`src/hdl/sabe_pkg.sv`:
```
// Package: shared types, codes and defaults for the sorted ask book engine.
package sabe_pkg;

	localparam int SABE_DEPTH = 1024;

	localparam int PRICE_W = 24;
	localparam int QTY_W   = 16;
	localparam int POS_W   = 10;
	localparam int SHARE_W = 24;
	localparam int COST_W  = 48;
	localparam int CNT_W   = 11;

	typedef enum logic [1:0] {
		CMD_ADD    = 2'd0,
		CMD_REMOVE = 2'd1,
		CMD_BUY    = 2'd2
	} cmd_t;

	typedef enum logic [1:0] {
		ST_OK    = 2'd0,
		ST_FULL  = 2'd1,
		ST_EMPTY = 2'd2
	} status_t;

	typedef struct packed {
		logic [PRICE_W-1:0] price;
		logic [QTY_W-1:0]   qty;
	} entry_t;

	typedef enum logic [1:0] {
		CELL_HOLD   = 2'd0,
		CELL_INSERT = 2'd1,
		CELL_DROP   = 2'd2,
		CELL_HEAD   = 2'd3
	} cell_op_t;

	typedef struct packed {
		cell_op_t op;
		entry_t   entry;
	} cell_ctrl_t;

endpackage

```
`src/hdl/sabe_cell.sv`:
```
// Book cell: one sorted (price, size) entry with insert, drop and head-update moves.
module sabe_cell #(
	parameter int IDX = 0,
	parameter int CW  = 11
) (
	input  logic                 clk,
	input  sabe_pkg::cell_ctrl_t ctrl,
	input  logic [CW-1:0]        count,
	input  logic [CW-1:0]        rm_pos,
	input  sabe_pkg::entry_t     left,
	input  sabe_pkg::entry_t     right,
	input  logic                 prev_le,
	output sabe_pkg::entry_t     entry,
	output logic                 le
);

	localparam logic [CW-1:0] MY_IDX = CW'(IDX);

	sabe_pkg::entry_t entry_q;
	logic             occupied;

	assign occupied = MY_IDX < count;
	assign le       = occupied && (entry_q <= ctrl.entry);
	assign entry    = entry_q;

	always_ff @(posedge clk) begin
		case (ctrl.op)
			sabe_pkg::CELL_INSERT: begin
				if (!le) begin
					entry_q <= prev_le ? ctrl.entry : left;
				end
			end
			sabe_pkg::CELL_DROP: begin
				if (MY_IDX >= rm_pos) begin
					entry_q <= right;
				end
			end
			sabe_pkg::CELL_HEAD: begin
				if (IDX == 0) begin
					entry_q <= ctrl.entry;
				end
			end
			default: begin
				entry_q <= entry_q;
			end
		endcase
	end

endmodule

```
`config.mk`:
```
export PLATFORM = sky130hd
export DESIGN_NAME = sabe_cell
export DESIGN_NICKNAME = d
export VERILOG_FILES = /design/src/hdl/sabe_pkg.sv /design/src/hdl/sabe_cell.sv
export SDC_FILE = /design/constraint.sdc
export NUM_CORES = 1
export LEC_CHECK = 0
export BUFFER_PORTS_ARGS = -buffer_cell sky130_fd_sc_hd__buf_4
export CORE_ASPECT_RATIO = 1.1
export CORE_MARGIN = 10
export CORE_UTILIZATION = 41
export DETAILED_ROUTE_END_ITERATION = 10
export GPL_ROUTABILITY_DRIVEN = 0
export PLACE_DENSITY = 0.84
export SYNTH_ARGS = -nofsm -noshare
export SYNTH_HDL_FRONTEND = slang
export SYNTH_SLANG_ARGS = --single-unit
```
`constraint.sdc`:
```
create_clock -name clk -period 3.4 [get_ports clk]
set_input_delay 0.17 -clock clk [delete_from_list [all_inputs] [get_ports clk]]
set_output_delay 0.17 -clock clk [all_outputs]
set_load 0.05 [all_outputs]
```
==> results of run 1 <==
-- worst paths after layout --
| check | depth (start not counted) | slack [ns] | start | end |
|---|---|---|---|---|
| worst max-delay path | 7 | 0.61 | entry[37] | entry[14] |
| worst min-delay path | 3 | 0.19 | ctrl[2] | entry[2] |
| worst min register to register | 6 | 1.48 | entry[8] | entry[12] |
| worst max register to register | 7 | 0.61 | entry[37] | entry[14] |
-- cell families after synthesis --
logic type               Yosys count  synth area share
adder cells (fa/ha/maj)           40             0.150
multiplexers                      26            0.0782
buffers and inverters             58            0.0673
AO/OA/AOI/OAI                     98             0.185
AND/OR/NAND/NOR                   99             0.158
flip-flops                        40             0.361
-- final cells by class --
type                    instances  area, um2
flip-flops and latches         40       1200
multi-input cells             263       1900
clock inverters                 3       90.1
repair buffers                188       1420
inverters                      40        150
clock buffers                   5       68.8
well taps                     108        135
fillers                       683       2940
-- power groups by stage --
stage	Combinational [uW]	Sequential, uW	Clock (uW)
2_1_floorplan	233	771	0
3_3_place_gp	635	632	0
3_5_place_dp	652	636	0
4_1_cts	654	625	548
5_1_grt	704	630	568
6_report	647	625	540
-- cell usage after synthesis (8+ instances only) --
cell type,n
nor2_1,33
nand2_1,8
ha_1,40
clkbuf_1,9
nor2b_1,26
edfxtp_1,40
o22ai_1,16
mux2i_1,26
a211oi_1,28
inv_1,40
nand4_1,9
a21oi_1,42
-- critical path, stage by stage (launching register included) --
cell	delay [ns]
edfxtp_1	0.42
ha_1	0.33
nand4_2	0.17
nor4_2	0.43
nand3_1	0.12
o211ai_1	0.23
o21ba_2	0.51
buf_4	0.27
-- per-stage QoR --
stage | std cells | utilization
detailed placement | 639 | 0.608
finish | 647 | 0.628
global route | 647 | 0.628
floorplan | 361 | -
CTS | 647 | 0.628
global placement | 639 | 0.608
-- per-layer routing --
metal	wire, um	part of all wire
met5	0	0
met2	6170	0.52
met3	1090	0.092
met1	4460	0.38
met4	103	0.0087
==> flow_summary.ini, run 1 <==
[floorplan]
core_area_um2 = 7910
fp-row-count = 34
die_x_um = 106
initial_utilization = 0.421
die_height_um = 114
dieArea_um2 = 12100
io_pins = 187

[power_and_ir_drop]
pwr-share-comb = 0.357
clockPowerShare = 0.298
switching_power_uw = 571
peakVddDrop_mv = 0.241
seqPwrFrac = 0.345
finalPower_uw = 1810
p_int_uw = 1240
p_per_area_nw_per_um2 = 365
leakage_uw = 0.00237
p_sw_frac = 0.315

[synth]
ys_types = 29
netlist.area_leader.share = 0.361
ys_seq_area_frac = 0.361
synth_flop_cell = edfxtp_1
netlist_area_um2 = 3330
yosysTopAreaCell = edfxtp_1
yosysWarnings = 0
netlist_instances = 361
synth_fp_nets = 547
synth-edff-count = 40
ys_top_cells_by_area = edfxtp_1 (36%), ha_1 (15%), mux2i_1 (7.8%)
async_reset_ff_frac = 0
ys_seq_elements = 40
syn_area_per_cell_um2 = 9.22

[worst_setup_path]
endpoint_kind = register
crit_arrival_ns = 2.79
critPathLaunchType = register
cp_data_required_time_ns = 3.40
worstSetupPathType = register to register
critPathMaxFanout = 16

[timing]
fmax_mhz = 359
fin_worst_skew_ns = 0.0127
setup_viol = 0
hold_ws_ns = 0.193
worst_pin_slew_ns = 1.11
slew_violations = 0
fin_tns_setup_ns = 0
finalHoldViolations = 0
finalCritPeriodShare = 0.820
rsz0062_at_grt = false
relSlewSlack = 0.240
post-route-min-period_ns = 2.79
fin_ws_ns = 0.613

[place]
portBuffers = 186
place_hpwl_um = 10000
post_dp_cell_area_um2 = 4810
dpl_worst_slack_ns = 0.635

[global_routing]
grt_overflow = 0
antenna_found_initial = 0
use_met3 = 0.0760
busiest_layer = met2
met2_usage = 0.349
grt_max_degree = 56
grt_pass1_vias = 3804
met1_usage = 0.181
track_usage = 0.183
grt_pass1_wl_um = 18000

[clocking]
clk-insertion-delay-late_ns = 0.30
cts_tree = done
tritoncts.num_buffers = 5
cts_resized = 0
path_clk_slew_ns = 0.09
hold_buffers = 0
htree_num_levels = 2
cts_setup_buffers = 0
clk_path_buf_depth = 2
cts.sinks = 40
root_buffer = clkbuf_8

[cells_and_area]
largest_reg_flops = 40
drive_above_1_share = 0.377
syn_to_final_growth_pct = 49.4
layout_common_cells = buf_4 (187), a21oi_1 (42), inv_1 (40), ha_1 (40), edfxtp_1 (40)
antennaDiodeCount = 0
nNetsFinal = 724
final_common_cell = buf_4
fin_area_um2 = 4970

[drt]
vias_per_cell = 5.25
drc_errors = 0
wirelength_um = 11800
first_pass_iters = 4
wl_per_cell_um = 18.3
ant_nets = 0
drt_iter0_drc = 97
vias = 3394

[run_status]
status = finished, final reports clean

[job]
maxCapViolations = 0

[worst_hold_path]
hp-class = input port to register
Power figures use the tool's default switching activity.
==> inputs of run 2 (changes only) <==
Settings changed: PLACE_DENSITY 0.84 to 0.87.
Clock period 3.4 ns to 2.5 ns, I/O delays scaled along.
==> run 2 against run 1 <==
Against the previous run:
- the flow now finishes with violations (negative setup slack)
- final cell count up 3.7%
- combinational power grew 61%
- sequential share of layout area fell by 2.3 points
- worst hold slack worse by 0.052 ns
- highest routed layer unchanged
==> flow_summary.ini, run 2 (synthesis results as in run 1) <==
[global_routing]
antenna_found_initial = 0
grt_pass1_vias = 3868
grt_overflow = 0
grt_pass1_wl_um = 19100
track_usage = 0.196
grt_max_degree = 53

[cells_and_area]
fin_area_um2 = 5490
largest_reg_flops = 40
antennaDiodeCount = 0
syn_to_final_growth_pct = 65.0
nNetsFinal = 748
final_common_cell = buf_4
drive_above_1_share = 0.455
post-route-util = 0.694
layout_common_cells = buf_4 (207), inv_1 (40), edfxtp_1 (40)

[floorplan]
die_height_um = 114
die_x_um = 106
core_area_um2 = 7910
initial_utilization = 0.421
fp-row-count = 34
dieArea_um2 = 12100
io_pins = 187

[place]
dpl_worst_slack_ns = 0.0435
post_dp_cell_area_um2 = 4930
portBuffers = 186
place_hpwl_um = 10300

[worst_hold_path]
hold_start = ctrl[3]
hold_depth = 3
hp-class = input port to register
whs_endpoint = entry[3]

[power_and_ir_drop]
finalPower_uw = 2420
peakVddDrop_mv = 0.286
p_per_area_nw_per_um2 = 441
leakage_uw = 0.00249

[job]
maxCapViolations = 0

[drt]
wl_per_cell_um = 19.5
ant_nets = 0
drt_iter0_drc = 158
first_pass_iters = 4
vias_per_cell = 5.32
vias = 3573
drc_errors = 0
wirelength_um = 13100

[clocking]
clk-insertion-delay-late_ns = 0.29
path_clk_slew_ns = 0.08
hold_buffers = 0
clk_path_buf_depth = 2
htree_num_levels = 2
cts.sinks = 40
cts_tree = done
root_buffer = clkbuf_8
tritoncts.num_buffers = 5

[worst_setup_path]
cp_data_required_time_ns = 2.51
crit_arrival_ns = 2.62
critPathLaunchType = register
r2r_end = entry[26]
rr_worst_depth = 8
cp_cell_sequence = ha_1 > nand4_1 > nor4_4 > nand3_1 > o211ai_1 > buf_4 > o21ba_4 > clkbuf_16
crit_path_max_incr_delay_ns = 0.40
endpoint_kind = register
cp_slowest_cell = edfxtp_1
cp_top_family = simple AND/OR/NAND/NOR gates
worstSetupPathType = register to register
r2r-start = entry[25]
r2r_slack_ns = -0.10
critPathMaxFanout = 12
crit_buf_inv = 2

[timing]
fmax_mhz = 384
fin_worst_skew_ns = 0.00682
setup_viol = 41
fin_ws_ns = -0.102
post-route-min-period_ns = 2.60
relSlewSlack = 0.631
worst_pin_slew_ns = 0.553
rsz0062_at_grt = true
finalCritPeriodShare = 1.04
finalHoldViolations = 0
slew_violations = 0
fin_tns_setup_ns = -3.24

[run_status]
status = complete, but fails checks
violations = negative setup slack
## run 2: changes by cell type in the layout (fill, tap and decap cells not counted), sizes merged
cell,change
clkinv,+1
buf,+22
bufinv,-2
clkbuf,+3
## run 2: cell type report
| class | count | area, um2 |
|---|---|---|
| Multi-Input combinational cell | 263 | 2240 |
| Clock inverter | 2 | 35.0 |
| Timing Repair Buffer | 212 | 1660 |
| Fill cell | 627 | 2420 |
| Sequential cell | 40 | 1200 |
| Clock buffer | 6 | 72.6 |
| Tap cell | 108 | 135 |
| Inverter | 40 | 150 |
## run 2: tightest hold or removal path, stage by stage
cell	delay, ns
buf_4	0.08
nor2_1	0.03
nor2_1	0.08
## run 2: worst max-delay path by stage
stage	from	endpoint	cells past startpoint
floorplan	entry[26]	entry[0]	6
global placement	entry[29]	entry[34]	8
detailed placement	entry[32]	entry[34]	7
CTS	entry[28]	le	8
global route	entry[25]	entry[39]	8
finish	entry[25]	entry[26]	8
## run 2: what timing repair did
item	CTS	global route
cloned	0	2
setup buffers	9	11
setup endpoints to repair	1	41
gates resized for setup	14	14
pin swaps	8	8
## run 2: power by group
group	switching (uW)	leakage (uW)	internal, uW
logic	562	0.00206	473
clock network	231	0.0000552	296
registers	43.1	0.000378	817
## run 2: stage by stage
| stage | std cells | hold WS (ns) |
|---|---|---|
| 6_report | 671 | 0.141 |
| 5_1_grt | 671 | 0.134 |
| 4_1_cts | 658 | 0.135 |
| 3_5_place_dp | 641 | 0.442 |
| 3_3_place_gp | 641 | 0.438 |
| 2_1_floorplan | 361 | 0.340 |
## run 2: metal layers
layer  track usage  vias to the layer above  routed length, um
met3        0.0766                       17               1310
met1         0.199                     1659               4600
li1              -                     1743                  -
met2         0.364                      154               6900
met5             0                        -                  0
met4        0.0497                        0                266
